### config.mk
export PLATFORM = sky130hd
export DESIGN_NAME = stuffed_info_frame_receiver
export DESIGN_NICKNAME = d
export VERILOG_FILES = /design/src/rtl/sifr_pkg.sv /design/src/rtl/stuffed_info_frame_receiver.sv
export SDC_FILE = /design/constraint.sdc
export NUM_CORES = 1
export LEC_CHECK = 0
export BUFFER_PORTS_ARGS = -buffer_cell sky130_fd_sc_hd__buf_2
export CORE_MARGIN = 2
export CORE_UTILIZATION = 45
export DETAILED_ROUTE_END_ITERATION = 10
export SLEW_MARGIN = 5
export SYNTH_ARGS = -nofsm -noshare
export SYNTH_HDL_FRONTEND = slang
export SYNTH_SLANG_ARGS = --single-unit
### constraint.sdc
create_clock -name clk_i -period 3.4 [get_ports clk_i]
set_input_delay 0.51 -clock clk_i [delete_from_list [all_inputs] [get_ports clk_i]]
set_output_delay 0.51 -clock clk_i [all_outputs]
set_load 0.05 [all_outputs]
### src/rtl/sifr_pkg.sv
`timescale 1ns / 1ps

package sifr_pkg;

  localparam logic [7:0] FlagByte  = 8'h7e;
  localparam logic [7:0] EscByte   = 8'h7d;
  localparam logic [7:0] EscFlag   = 8'h5e;
  localparam logic [7:0] EscEsc    = 8'h5d;
  localparam logic [7:0] CtrlSeq0  = 8'h00;
  localparam logic [7:0] CtrlSeq1  = 8'h40;
  localparam logic [7:0] ReplyRr0  = 8'h05;
  localparam logic [7:0] ReplyRr1  = 8'h85;
  localparam logic [7:0] ReplyRej0 = 8'h01;
  localparam logic [7:0] ReplyRej1 = 8'h81;

  localparam logic [7:0] CmdAddrReset = 8'd3;
  localparam logic [7:0] DiscReset    = 8'd11;

  typedef enum logic [1:0] {
    KIND_DATA   = 2'd0,
    KIND_ACCEPT = 2'd1,
    KIND_REJECT = 2'd2,
    KIND_DISC   = 2'd3
  } kind_e;

  typedef enum logic {
    CFG_CMD_ADDR = 1'b0,
    CFG_DISC     = 1'b1
  } cfg_idx_e;

  typedef enum logic [5:0] {
    PH_HUNT = 6'b000001,
    PH_FLAG = 6'b000010,
    PH_ADDR = 6'b000100,
    PH_CTRL = 6'b001000,
    PH_DATA = 6'b010000,
    PH_ESC  = 6'b100000
  } phase_e;

endpackage

### src/rtl/stuffed_info_frame_receiver.sv
`timescale 1ns / 1ps

// Receives a raw serial byte stream one byte per cycle, finds information frames
// (flag, address, control, header check), destuffs the payload and hands out each
// payload byte one byte late so the trailing xor check byte is never shown. A closing
// flag gives an accept (RR reply, sequence bit toggles) or a reject (REJ reply); a
// disconnect control gives a disconnect result. The frame state machine and the xor
// run between the input and a single result register, and results appear the cycle
// after the byte that causes them. A byte is taken every cycle while the result
// register is empty or being drained; in_stall_o rises only while a waiting result
// is held off by out_stall_i. Configuration writes apply from the next cycle.
module stuffed_info_frame_receiver
  import sifr_pkg::*;
#(
  parameter int unsigned MAX_PAYLOAD = 1024,
  parameter int unsigned LenW = $clog2(MAX_PAYLOAD + 1)
) (
  input  logic            clk_i,
  input  logic            rst_ni,
  input  logic            cfg_we_i,
  input  logic            cfg_index_i,
  input  logic [7:0]      cfg_wdata_i,
  input  logic            in_valid_i,
  output logic            in_stall_o,
  input  logic [7:0]      rx_byte_i,
  output logic            out_valid_o,
  input  logic            out_stall_i,
  output logic [1:0]      result_kind_o,
  output logic [7:0]      payload_byte_o,
  output logic [LenW-1:0] payload_length_o,
  output logic [7:0]      reply_control_o
);

  logic [7:0] cmd_addr_q, disc_code_q;
  phase_e     phase_q, phase_d;
  logic       seq_q, seq_d;
  logic [7:0] hdr_q, hdr_d;
  logic [7:0] xor_q, xor_d;
  logic [7:0] held_q, held_d;
  logic       held_valid_q, held_valid_d;
  logic [LenW-1:0] count_q, count_d;
  logic       ovf_q, ovf_d;

  logic       out_valid_q, out_valid_d;
  kind_e      kind_q, kind_d;
  logic [7:0] pbyte_q, pbyte_d;
  logic [LenW-1:0] len_q, len_d;
  logic [7:0] reply_q, reply_d;

  logic       accept;
  logic       emit;
  logic       take;
  logic [7:0] take_byte;
  logic       seq_ok;
  logic       frame_ok;

  assign in_stall_o = out_valid_q & out_stall_i;
  assign accept     = in_valid_i & ~in_stall_o;

  assign seq_ok = ((rx_byte_i == CtrlSeq0) && !seq_q) || ((rx_byte_i == CtrlSeq1) && seq_q);
  assign frame_ok = held_valid_q && (count_q != '0) && !ovf_q && (xor_q == held_q);

  always_comb begin
    phase_d      = phase_q;
    seq_d        = seq_q;
    hdr_d        = hdr_q;
    xor_d        = xor_q;
    held_d       = held_q;
    held_valid_d = held_valid_q;
    count_d      = count_q;
    ovf_d        = ovf_q;
    emit         = 1'b0;
    take         = 1'b0;
    take_byte    = rx_byte_i;
    kind_d       = KIND_DATA;
    pbyte_d      = '0;
    len_d        = '0;
    reply_d      = '0;

    unique case (phase_q)
      PH_FLAG: begin
        if (rx_byte_i == cmd_addr_q) begin
          phase_d = PH_ADDR;
        end else if (rx_byte_i != FlagByte) begin
          phase_d = PH_HUNT;
        end
      end
      PH_ADDR: begin
        if (seq_ok) begin
          hdr_d   = rx_byte_i ^ cmd_addr_q;
          phase_d = PH_CTRL;
        end else if (rx_byte_i == disc_code_q) begin
          phase_d = PH_HUNT;
          emit    = 1'b1;
          kind_d  = KIND_DISC;
          reply_d = disc_code_q;
        end else begin
          phase_d = (rx_byte_i == FlagByte) ? PH_FLAG : PH_HUNT;
        end
      end
      PH_CTRL: begin
        if (rx_byte_i == hdr_q) begin
          phase_d      = PH_DATA;
          xor_d        = '0;
          held_d       = '0;
          held_valid_d = 1'b0;
          count_d      = '0;
          ovf_d        = 1'b0;
        end else begin
          phase_d = (rx_byte_i == FlagByte) ? PH_FLAG : PH_HUNT;
        end
      end
      PH_DATA: begin
        if (rx_byte_i == EscByte) begin
          phase_d = PH_ESC;
        end else if (rx_byte_i == FlagByte) begin
          phase_d = PH_HUNT;
          emit    = 1'b1;
          if (frame_ok) begin
            seq_d   = ~seq_q;
            kind_d  = KIND_ACCEPT;
            len_d   = count_q;
            reply_d = seq_q ? ReplyRr0 : ReplyRr1;
          end else begin
            kind_d  = KIND_REJECT;
            reply_d = seq_q ? ReplyRej1 : ReplyRej0;
          end
        end else begin
          take = 1'b1;
        end
      end
      PH_ESC: begin
        phase_d = PH_DATA;
        take    = 1'b1;
        if (rx_byte_i == EscFlag) begin
          take_byte = FlagByte;
        end else if (rx_byte_i == EscEsc) begin
          take_byte = EscByte;
        end
      end
      default: begin
        phase_d = (rx_byte_i == FlagByte) ? PH_FLAG : PH_HUNT;
      end
    endcase

    // release the held byte, keep the new one back
    if (take) begin
      if (held_valid_q) begin
        if (count_q >= LenW'(MAX_PAYLOAD)) begin
          ovf_d = 1'b1;
        end else begin
          xor_d   = xor_q ^ held_q;
          count_d = count_q + LenW'(1);
          emit    = 1'b1;
          pbyte_d = held_q;
        end
      end
      held_d       = take_byte;
      held_valid_d = 1'b1;
    end
  end

  always_comb begin
    out_valid_d = out_valid_q;
    if (!out_valid_q || !out_stall_i) begin
      out_valid_d = accept & emit;
    end
  end

  always_ff @(posedge clk_i or negedge rst_ni) begin
    if (!rst_ni) begin
      cmd_addr_q  <= CmdAddrReset;
      disc_code_q <= DiscReset;
    end else if (cfg_we_i) begin
      unique case (cfg_idx_e'(cfg_index_i))
        CFG_CMD_ADDR: cmd_addr_q  <= cfg_wdata_i;
        CFG_DISC:     disc_code_q <= cfg_wdata_i;
        default:      cmd_addr_q  <= cmd_addr_q;
      endcase
    end
  end

  always_ff @(posedge clk_i or negedge rst_ni) begin
    if (!rst_ni) begin
      phase_q      <= PH_HUNT;
      seq_q        <= 1'b0;
      hdr_q        <= '0;
      xor_q        <= '0;
      held_q       <= '0;
      held_valid_q <= 1'b0;
      count_q      <= '0;
      ovf_q        <= 1'b0;
      out_valid_q  <= 1'b0;
    end else begin
      out_valid_q <= out_valid_d;
      if (accept) begin
        phase_q      <= phase_d;
        seq_q        <= seq_d;
        hdr_q        <= hdr_d;
        xor_q        <= xor_d;
        held_q       <= held_d;
        held_valid_q <= held_valid_d;
        count_q      <= count_d;
        ovf_q        <= ovf_d;
      end
    end
  end

  always_ff @(posedge clk_i) begin
    if (accept && emit) begin
      kind_q  <= kind_d;
      pbyte_q <= pbyte_d;
      len_q   <= len_d;
      reply_q <= reply_d;
    end
  end

  assign out_valid_o      = out_valid_q;
  assign result_kind_o    = kind_q;
  assign payload_byte_o   = pbyte_q;
  assign payload_length_o = len_q;
  assign reply_control_o  = reply_q;

endmodule

After elaboration in Yosys (flattened, before gate mapping)
Index checks and enable logic that the tools add are counted.
Word-level totals
  bits in registers: 90
  bits of input ports: 22
  word-level logic and storage cells: 130
Cells by class
  add/sub/neg operators: 1
  $lt $le $gt $ge: 1
  eq/ne operators: 17
  mux-type cells: 58
  bitwise logic cells: 14
  reductions and logical operators: 24
Operators by type and width (number)
  $mux 8: 18
  $mux 11: 5
  $eq 8x7->1 const B: 5
  $eq 8x8->1: 4
  $pmux 6 s5: 1
  $mux 6: 4
  $mux 1: 17
  $pmux 8 s2: 1
  $xor 8x8->8: 2
  $mux 2: 7
  $add 11x1->11 const B: 1
  $ge 11x11->1 const B: 1
  $reduce_bool 11->1: 1
  $not 1->1: 9
  $reduce_and 3->1: 3
  $logic_not 8->1: 1
  $ne 8x7->1 const B: 1
  $eq 6x2->1 const B: 1
  $eq 6x3->1 const B: 1
  $eq 6x4->1 const B: 1
  $eq 6x5->1 const B: 1
  $eq 6x6->1 const B: 1
  $logic_and 1x1->1: 6
  $ne 3x3->1 const B: 2
  12 further kinds: 21

Longest topological paths before layout
Gate-level depths: netlist of run 1.
  depth in word-level cells: 9
  gate-level depth with buffers: 8

Least setup slack after synthesis of run 1
Ideal clock, no wire load.
  kind: input to register
  from: input port rx_byte_i[7]
  to: register pbyte_q[0] (netlist: payload_byte_o[0]), enable pin
  arrival time: 2800 ps
  data required time: 2985 ps
  slack: 185 ps
  stages on the path: 6
  cell sequence: buf_2 > nand4b_1 > or2_2 > nor3_2 > a211oi_1 > nor2_1
Between the ends
  longest elaborated chain between the ends: 9
  elaborated cells on any way between the ends: 20
Ends and longest elaborated chain
  from (decl): line stuffed_info_frame_receiver.sv:25  | input logic [7:0] rx_byte_i,
  $eq 8x7->1 or $logic_not 8->1 (tied branches): line stuffed_info_frame_receiver.sv:60  | assign seq_ok = ((rx_byte_i == CtrlSeq0) && !seq_q) || ((rx_byte_i == CtrlSeq1) && seq_q);
  $logic_and 1x1->1: line stuffed_info_frame_receiver.sv:60
  $logic_or 1x1->1: line stuffed_info_frame_receiver.sv:60
  $mux 1: line stuffed_info_frame_receiver.sv:89  | if (seq_ok) begin
  $pmux 1 s2: line stuffed_info_frame_receiver.sv:80  | unique case (phase_q)
  $mux 1: line stuffed_info_frame_receiver.sv:149  | if (count_q >= LenW'(MAX_PAYLOAD)) begin
  $mux 1: line stuffed_info_frame_receiver.sv:148  | if (held_valid_q) begin
  $mux 1 *: line stuffed_info_frame_receiver.sv:147  | if (take) begin
  $logic_and 1x1->1 *: line stuffed_info_frame_receiver.sv:210  | if (accept && emit) begin
  to (signal assigned): line stuffed_info_frame_receiver.sv:212  | pbyte_q <= pbyte_d;
  to (decl): line stuffed_info_frame_receiver.sv:46  | logic [7:0] pbyte_q, pbyte_d;
Mark *: on every way between the ends. The rest lies on a longest branch, timed or not.
A chain may end at the register's enable or synchronous reset.

Worst setup path in the final report of run 1
  from: register phase_q[2]
  to: register len_q[10] (netlist: payload_length_o[10]), enable pin
Between the ends
  longest elaborated chain between the ends: 6
  elaborated cells on any way between the ends: 9
Ends and longest elaborated chain
  from (decl): line stuffed_info_frame_receiver.sv:35  | phase_e phase_q, phase_d;
  from (signal assigned): line stuffed_info_frame_receiver.sv:197  | phase_q <= phase_d;
  $eq 6x5->1 or $eq 6x3->1 (tied branches): line stuffed_info_frame_receiver.sv:80
  $pmux 1 s2: line stuffed_info_frame_receiver.sv:80
  $mux 1: line stuffed_info_frame_receiver.sv:149
  $mux 1: line stuffed_info_frame_receiver.sv:148
  $mux 1 *: line stuffed_info_frame_receiver.sv:147
  $logic_and 1x1->1 *: line stuffed_info_frame_receiver.sv:210
  to (signal assigned): line stuffed_info_frame_receiver.sv:213  | len_q <= len_d;
  to (decl): line stuffed_info_frame_receiver.sv:47  | logic [LenW-1:0] len_q, len_d;
Marked as above.

==> results of run 1 <==
-- cells by family (layout without fill, tap and decap cells) --
logic type,Yosys count,after routing,share of synthesized area [%]
simple gates,126,126,16.8
flops,90,90,54.2
compound gates,76,76,11.8
xor+xnor,36,36,7.10
mux,28,28,7.08
buf+inv,24,80,2.40
fa+ha+maj,2,2,0.564
-- registers in the layout, indices dropped and copies added (netlist names) --
signal / flops
cmd_addr_q: 8
out_valid_o: 1
held_valid_q: 1
xor_q: 8
result_kind_o: 2
hdr_q: 8
ovf_q: 1
seq_q: 1
phase_q: 6
reply_control_o: 8
payload_length_o: 11
held_q: 8
disc_code_q: 8
payload_byte_o: 8
count_q: 11
-- metal layers --
layer	up-vias	part of all wire (%)	GRT usage, %
met5	-	0	0
met3	10	2.8	3.43
met4	0	1.1	5.16
met2	54	48	31.0
met1	1532	48	26.6
li1	1511	-	-
-- final cells by class --
cell class	count	share of cell area (%)
sequential	90	47.5
multi-input combinational	268	38.2
timing repair buffer	59	6.18
tap	133	3.29
clock buffer	10	2.52
clock inverter	6	1.90
inverter	5	0.371
-- cell usage in the layout, fill, tap and decap left out, types with 9 or more instances in the layout --
cell      instances
dfrtp_1          55
xnor2_1          10
and2_1           17
nand2_1          16
mux2_2           27
buf_2            52
clkbuf_8          9
nor4_1            9
xor2_1           26
a21oi_1          22
and3_1            9
edfxtp_1         29
o21ai_0          11
o21a_1            9
nand3_1          18
-- metrics by stage --
step | utilization, % | hold slack [ns]
global route | 52.3 | 0.372
detailed placement | 50.0 | 0.487
finish | 52.3 | 0.296
floorplan | - | 0.214
global placement | 50.0 | 0.482
CTS | 52.3 | 0.340
-- power by group through the flow --
stage / clock network (mW) / registers [mW] / logic (mW)
finish: 0.823 / 1.19 / 0.151
global route: 0.890 / 1.19 / 0.168
CTS: 0.844 / 1.19 / 0.154
detailed placement: 0 / 1.21 / 0.153
global placement: 0 / 1.21 / 0.150
floorplan: 0 / 1.20 / 0.104
-- worst paths after layout --
kind | startpoint | to | slack (ns) | depth (start not counted)
min | rst_ni | count_q[3] | 0.30 | 2
max reg2reg | phase_q[2] | payload_length_o[10] | 0.80 | 6
min reg2reg | ovf_q | ovf_q | 0.50 | 1
max in group asynchronous | rst_ni | cmd_addr_q[4] | 2.58 | 2
max | phase_q[2] | payload_length_o[10] | 0.80 | 6
min in group clk_i | cfg_wdata_i[6] | disc_code_q[6] | 0.40 | 2
==> results.sh, run 1 <==
export IMPL_wire_per_inst_um=16.6
export IMPL_clk_latency_ns=0.35
export IMPL_nets=457
export IMPL_gp_congestion=0.842
export IMPL_dieHeight_um=103
export IMPL_grt_pass1_vias=2987
export IMPL_final_setup_skew_ns=0.00605
export IMPL_power_leakage_nw=2.21
export IMPL_critPathKind="reg -> reg"
export IMPL_crit_fanout=21
export IMPL_clkSinkCount=90
export IMPL_die_x_um=103
export IMPL_synth_most_common_cell="dfrtp_1"
export IMPL_min_path_type="in -> async"
export IMPL_yosysTopAreaCell="dfrtp_1"
export IMPL_cap_violations=0
export IMPL_dieArea_sq_um=10700
export IMPL_power_mw=2.16
export IMPL_endpoint_kind="register"
export IMPL_tightest_slew_ns=0.877
export IMPL_initial_utilization_pct=45.8
export IMPL_grt_start_max_net_pins=62
export IMPL_netlist_instances=382
export IMPL_rsz0062_at_grt="no"
export IMPL_post_cts_setup_buffer_count=0
export IMPL_period_share_pct=76.4
export IMPL_synth_edf_count=29
export IMPL_via_per_inst=5.44
export IMPL_cts_root_buffer="clkbuf_8"
export IMPL_vdd_drop_max_mv=0.213
export IMPL_antenna_cells=0
export IMPL_grt_overflow=0
export IMPL_timing_final_max_slew_violations=0
export IMPL_ys_warn_count=0
export IMPL_crit_slowest_cell="o21ai_2"
export IMPL_fillers=845
export IMPL_cts_resized=0
export IMPL_first_iter_violations=108
export IMPL_hpwl_mm=6.78
export IMPL_cts_tree="done"
export IMPL_multi_input_comb_area_sq_um=1940
export IMPL_fin_tns_setup_ns=0
export IMPL_fp_row_count=36
export IMPL_yosysUniqueCellTypes=56
export IMPL_drive_gt1_share_pct=28.3
export IMPL_required_ns=3.44
export IMPL_avgSynthCellArea_sq_um=11.6
export IMPL_seqPwrFrac_pct=54.9
export IMPL_fin_crit_ns=2.60
export IMPL_drc_errors=0
export IMPL_place_area_sq_um=4840
export IMPL_dp_cells=555
export IMPL_yosys_top_cells_area="dfrtp_1, edfxtp_1, mux2_2"
export IMPL_p_per_area_nw_per_um2=427
export IMPL_first_pass_iters=5
export IMPL_cp_start_kind="register"
export IMPL_grt_pass1_wl_mm=15.6
export IMPL_cts_buffers=9
export IMPL_synth_top_area_share_pct=31.0
export IMPL_routed_wl_mm=9.47
export IMPL_clkTransAtPathRegs_ns=0.09
export IMPL_status="finished, final reports clean"
export IMPL_antenna_found_initial=0
export IMPL_report_final_setup_viol=0
export IMPL_internal_power_mw=1.65
export IMPL_groute_usage_overall_pct=19.1
export IMPL_p_comb_share_pct=7.0
export IMPL_p_sw_share_pct=23.8
export IMPL_synth_fp_nets=406
export IMPL_io_pins=53
export IMPL_layoutNonFillerInstCount=571
export IMPL_path_buf_inv=1
export IMPL_portBuffers=52
export IMPL_synth_seq_cells=90
export IMPL_power_switching_mw=0.513
export IMPL_synth_common_cells="dfrtp_1, edfxtp_1, mux2_2"
export IMPL_timing_final_ws_setup_ns=0.804
export IMPL_vias=3107
export IMPL_finalHoldViolCount=0
export IMPL_synth_cell_area_sq_um=4440
export IMPL_slew_headroom_pct=41.5
export IMPL_hold_buffers=0
export IMPL_ant_nets=0
export IMPL_core_area_sq_um=9680
export IMPL_cp_arrival_ns=2.63
export IMPL_h_tree_depth=3
export IMPL_syn_to_final_growth_pct=14.1
export IMPL_seq_area_sq_um=2400
export IMPL_max_stage_delay_ns=0.58
export IMPL_yosysSeqAreaShare_pct=54.2
export IMPL_async_flop_share_pct=67.8
export IMPL_post_place_ws_ns=0.699
export IMPL_crit_chain="nor4_4 > nand2_1 > o21ai_2 > a211oi_1 > nor2_2 > buf_4"
export IMPL_finalInstanceArea_sq_um=5060
export IMPL_path_delay_family="compound AO/OA/AOI/OAI gates"
export IMPL_clock_fmax_mhz=385
export IMPL_clock_path_buffers=2
export IMPL_clockPowerShare_pct=38.1
export IMPL_synthFlopType="dfrtp_1"
No activity file was read; power rests on OpenSTA's default activity.
==> inputs of run 2 (changes only) <==
==> constraint.sdc (replaced) <==
create_clock -name clk_i -period 2.6 [get_ports clk_i]
set_input_delay 0.39 -clock clk_i [delete_from_list [all_inputs] [get_ports clk_i]]
set_output_delay 0.39 -clock clk_i [all_outputs]
set_load 0.05 [all_outputs]
==> run 2 against run 1 <==
Effect of this change:
- core utilization grew 0.71 points
- routed wire length grew 2.0%
- cell area grew 1.4%
- clock skew grew 0.0052 ns
- via count grew 1.0%
- clock-buffer cell count is the same
- flip-flop and latch count is the same
- combinational power grew 34%
- sequential share of layout area shrank 0.64 points
- highest routed layer unchanged
- register-to-register slack lost 0.47 ns
- global-route usage grew 0.57 points
- largest power group unchanged
- largest cell class unchanged
- critical path depth shrank 1
==> results.sh, run 2 (synthesized netlist as in run 1, its figures left out) <==
export IMPL_utilization_pct=53.0
export IMPL_period_share_pct=87.3
export IMPL_finalHoldViolCount=0
export IMPL_routed_wl_mm=9.66
export IMPL_min_path_type="in -> async"
export IMPL_required_ns=2.89
export IMPL_crit_chain="nor4_4 > nand4_1 > o22ai_1 > a21oi_1 > a21oi_1"
export IMPL_via_per_inst=5.43
export IMPL_worstReg2RegEnd="count_q[2]"
export IMPL_post_cts_setup_buffer_count=0
export IMPL_antenna_cells=0
export IMPL_p_per_area_nw_per_um2=541
export IMPL_die_x_um=103
export IMPL_core_area_sq_um=9680
export IMPL_p_comb_share_pct=7.3
export IMPL_crit_slowest_cell="o22ai_1"
export IMPL_power_switching_mw=0.687
export IMPL_wire_per_inst_um=16.7
export IMPL_antenna_found_initial=0
export IMPL_cp_start_kind="register"
export IMPL_grt_pass1_vias=3068
export IMPL_dieHeight_um=103
export IMPL_rsz0062_at_grt="no"
export IMPL_fin_crit_ns=2.27
export IMPL_clock_fmax_mhz=440
export IMPL_vias=3138
export IMPL_clk_latency_ns=0.37
export IMPL_mostFrequentLayoutCell="dfrtp_1"
export IMPL_cp_arrival_ns=2.56
export IMPL_clkSinkCount=90
export IMPL_grt_start_max_net_pins=62
export IMPL_groute_usage_overall_pct=19.6
export IMPL_internal_power_mw=2.09
export IMPL_tightest_slew_ns=1.11
export IMPL_status="finished, final reports clean"
export IMPL_power_leakage_nw=2.19
export IMPL_timing_final_max_slew_violations=0
export IMPL_final_setup_skew_ns=0.0113
export IMPL_path_buf_inv=0
export IMPL_r2r_slack_ns=0.33
export IMPL_ant_nets=0
export IMPL_syn_to_final_growth_pct=15.6
export IMPL_report_final_setup_viol=0
export IMPL_seqPwrFrac_pct=56.0
export IMPL_initial_utilization_pct=45.8
export IMPL_endpoint_kind="register"
export IMPL_clock_path_buffers=2
export IMPL_dieArea_sq_um=10700
export IMPL_path_delay_family="compound AO/OA/AOI/OAI gates"
export IMPL_grt_overflow=0
export IMPL_h_tree_depth=3
export IMPL_vdd_drop_max_mv=0.248
export IMPL_fin_hold_ws_ns=0.0111
export IMPL_cts_root_buffer="clkbuf_8"
export IMPL_mostFrequentLayoutCells="dfrtp_1, buf_2, edfxtp_1, mux2_2, xor2_1"
export IMPL_drc_errors=0
export IMPL_critPathKind="reg -> reg"
export IMPL_r2r_start="phase_q[3]"
export IMPL_io_pins=53
export IMPL_first_iter_violations=136
export IMPL_first_pass_iters=4
export IMPL_nets=464
export IMPL_p_sw_share_pct=24.8
export IMPL_drive_gt1_share_pct=29.7
export IMPL_hold_buffers=0
export IMPL_hpwl_mm=6.95
export IMPL_cap_violations=0
export IMPL_fp_row_count=36
export IMPL_cts_buffers=9
export IMPL_gp_congestion=0.864
export IMPL_max_stage_delay_ns=0.87
export IMPL_crit_fanout=13
export IMPL_grt_pass1_wl_mm=15.9
export IMPL_rr_worst_depth=5
export IMPL_slew_headroom_pct=26.2
export IMPL_clockPowerShare_pct=36.8
export IMPL_portBuffers=52
export IMPL_cts_tree="done"
export IMPL_cts_resized=0
export IMPL_clkTransAtPathRegs_ns=0.09
export IMPL_fin_tns_setup_ns=0
export IMPL_timing_critical_path_mode_cell="a21oi_1"
run 2: changes by cell type in the layout (fill, tap and decap cells not counted):
cell / change
buf_12: +2
buf_4: +5
bufinv_16: -1
clkbuf_1: -1
clkbuf_8: +1
clkinv_2: +1
clkinv_4: +1
clkinvlp_4: -1
nor2_2: -1
nor2_4: +1
run 2: layout make-up:
class                   instances  area (sq um)
clock buffers                  10           138
inverters                       5          18.8
multi-input cells             268          1940
fillers                       863          4550
flip-flops and latches         90          2400
well taps                     133           166
clock inverters                 6          72.6
repair buffers                 66           390
run 2: through the flow:
step                instance area (sq um)  setup WS (ns)  instances  power (mW)
detailed placement                   4920          0.274        562        1.79
global route                         5130         0.0279        578        2.89
CTS                                  5130          0.330        578        2.81
floorplan                            4450          0.268        382        1.70
global placement                     4920          0.313        562        1.78
finish                               5130          0.329        578        2.77
run 2: worst max path at each step:
stage | from | endpoint | slack, ns | cells after the start
after floorplan | rx_byte_i[7] | payload_byte_o[0] | 0.27 | 6
after global placement | rx_byte_i[6] | phase_q[2] | 0.31 | 6
after detailed placement | rx_byte_i[6] | phase_q[4] | 0.27 | 6
after CTS | phase_q[2] | xor_q[5] | 0.33 | 5
after global routing | phase_q[3] | xor_q[4] | 0.03 | 5
final | phase_q[3] | count_q[2] | 0.33 | 5
run 2: metal layers:
layer | global-route usage, % | wire [um] | share of wire, % | up-vias
li1 | - | - | - | 1512
met1 | 27.0 | 4460 | 46 | 1546
met2 | 31.1 | 4680 | 48 | 59
met3 | 3.02 | 328 | 3.4 | 21
met4 | 8.50 | 191 | 2.0 | 0
met5 | 0 | 0 | 0 | -
run 2: power groups by stage:
stage	clock network (mW)	logic (mW)	registers [mW]
after floorplan	0	0.137	1.56
after global placement	0	0.201	1.58
after detailed placement	0	0.206	1.58
after CTS	1.05	0.207	1.55
after global routing	1.11	0.224	1.56
final	1.02	0.202	1.55
==> inputs of run 3 (changes only) <==
--- a/config.mk
+++ b/config.mk
@@ -6,9 +6,12 @@
 export NUM_CORES = 1
 export LEC_CHECK = 0
 export BUFFER_PORTS_ARGS = -buffer_cell sky130_fd_sc_hd__buf_2
+export CELL_PAD_IN_SITES_DETAIL_PLACEMENT = 2
+export CELL_PAD_IN_SITES_GLOBAL_PLACEMENT = 2
 export CORE_MARGIN = 2
-export CORE_UTILIZATION = 45
+export CORE_UTILIZATION = 39
 export DETAILED_ROUTE_END_ITERATION = 10
+export PLACE_DENSITY_LB_ADDON = 0.1
 export SLEW_MARGIN = 5
 export SYNTH_ARGS = -nofsm -noshare
 export SYNTH_HDL_FRONTEND = slang
==> run 3 against run 2 <==
Effect of this change:
- die area is 15% higher
- first-iteration DRC count down 11%
- sequential power barely moved
- worst hold slack better by 0.28 ns
- final cell count rose by 1.9%
- setup slack better by 0.015 ns
- clock power grew 21%
- total power is 8.1% higher
- core utilization decreased by 5.3 points
- sequential share of layout area down 0.93 points
- clock skew down 0.0046 ns
==> results.sh, run 3 (synthesized netlist as in run 1, its figures left out) <==
export IMPL_status="finished, final reports clean"
export IMPL_grt_start_max_net_pins=31
export IMPL_layoutNonFillerInstCount=589
export IMPL_p_comb_share_pct=7.1
export IMPL_p_sw_share_pct=24.1
export IMPL_p_per_area_nw_per_um2=573
export IMPL_cap_violations=0
export IMPL_gp_congestion=0.805
export IMPL_grt_overflow=0
export IMPL_clockPowerShare_pct=41.0
export IMPL_dieHeight_um=111
export IMPL_groute_usage_overall_pct=21.5
export IMPL_io_pins=53
export IMPL_clock_path_buffers=2
export IMPL_syn_to_final_growth_pct=18.0
export IMPL_first_pass_iters=4
export IMPL_core_area_sq_um=11000
export IMPL_power_mw=3.00
export IMPL_via_per_inst=5.55
export IMPL_cp_arrival_ns=2.48
export IMPL_clkSinkCount=90
export IMPL_die_x_um=111
export IMPL_nets=468
export IMPL_drc_errors=0
export IMPL_fp_row_count=38
export IMPL_cts_buffers=9
export IMPL_fin_crit_ns=2.26
export IMPL_report_final_setup_viol=0
export IMPL_utilization_pct=47.7
export IMPL_dieArea_sq_um=12200
export IMPL_clkTransAtPathRegs_ns=0.07
export IMPL_clk_latency_ns=0.34
export IMPL_worstReg2RegEnd="phase_q[2]"
export IMPL_drive_gt1_share_pct=29.6
export IMPL_portBuffers=52
export IMPL_mostFrequentLayoutCell="dfrtp_1"
export IMPL_critPathLaunch="cmd_addr_q[6]"
export IMPL_slew_headroom_pct=49.9
export IMPL_power_switching_mw=0.723
export IMPL_grt_pass1_vias=3792
export IMPL_period_share_pct=86.8
export IMPL_timing_final_max_slew_violations=0
export IMPL_cp_start_kind="register"
export IMPL_vias=3270
export IMPL_antenna_found_initial=0
export IMPL_tightest_slew_ns=0.751
export IMPL_vdd_drop_max_mv=0.289
export IMPL_cts_root_buffer="clkbuf_16"
export IMPL_rr_worst_depth=5
export IMPL_initial_utilization_pct=40.4
export IMPL_routed_wl_mm=12.5
export IMPL_cts_tree="done"
export IMPL_internal_power_mw=2.28
export IMPL_wire_per_inst_um=21.2
export IMPL_r2r_slack_ns=0.34
export IMPL_endpoint_kind="register"
export IMPL_mostFrequentLayoutCells="dfrtp_1, buf_2, edfxtp_1, mux2_2, xor2_1"
export IMPL_seqPwrFrac_pct=52.0
export IMPL_grt_pass1_wl_mm=20.6
export IMPL_rsz0062_at_grt="no"
export IMPL_final_setup_skew_ns=0.00668
export IMPL_endpoint="phase_q[2]"
export IMPL_h_tree_depth=3
export IMPL_fin_tns_setup_ns=0
export IMPL_critPathKind="reg -> reg"
export IMPL_ant_nets=0
export IMPL_min_path_type="in -> reg"
export IMPL_clock_fmax_mhz=443
export IMPL_post_cts_setup_buffer_count=0
export IMPL_crit_fanout=5
export IMPL_antenna_cells=0
export IMPL_dp_cells=572
export IMPL_required_ns=2.83
export IMPL_r2r_start="cmd_addr_q[6]"
export IMPL_hpwl_mm=9.30
export IMPL_power_leakage_nw=2.23
export IMPL_first_iter_violations=121
export IMPL_fin_hold_ws_ns=0.294
export IMPL_finalHoldViolCount=0
## run 3: layout make-up
class,instances,area (sq um)
fillers,1123,5750
flip-flops and latches,90,2400
multi-input cells,268,1940
repair buffers,70,423
clock buffers,11,243
well taps,140,175
clock inverters,5,30.0
inverters,5,18.8
## run 3: stage by stage
step,cell area (sq um),worst slack [ns]
floorplan,4450,0.268
detailed placement,4950,0.167
CTS,5240,0.307
global route,5240,0.161
finish,5240,0.344
global placement,4950,0.263
## run 3: how the worst min path moves through the flow
stage,endpoint,startpoint,cells past startpoint
4_1_cts,cmd_addr_q[0],cfg_wdata_i[0],2
3_5_place_dp,xor_q[4],rst_ni,1
2_1_floorplan,cmd_addr_q[2],rst_ni,0
3_3_place_gp,xor_q[4],rst_ni,1
6_report,cmd_addr_q[0],cfg_wdata_i[0],2
5_1_grt,cmd_addr_q[0],cfg_wdata_i[0],2
## run 3: power groups by stage
| stage | clock network, mW | logic, mW | registers, mW |
|---|---|---|---|
| global route | 1.32 | 0.237 | 1.57 |
| global placement | 0 | 0.204 | 1.58 |
| finish | 1.23 | 0.212 | 1.56 |
| detailed placement | 0 | 0.213 | 1.59 |
| CTS | 1.26 | 0.217 | 1.56 |
| floorplan | 0 | 0.137 | 1.56 |
## run 3: metal layers
layer  routed length [um]  GRT usage (%)
met3                  302           3.83
met4                  234           6.42
met5                    0              0
met2                 6660           38.7
met1                 5320           26.2
## run 3: what timing repair did
action / 4_1_cts / 5_1_grt
resized for setup: 0 / 0
hold endpoints to repair: 13 / 0
hold buffers: 1 / 0
## run 3: worst max-delay path, stage by stage, from the launching register on
cell and delay [ns]:
dfrtp_1 0.42, xor2_1 0.17, nor4_1 0.52, a21oi_1 0.24, a211oi_1 0.42, mux2_2 0.38
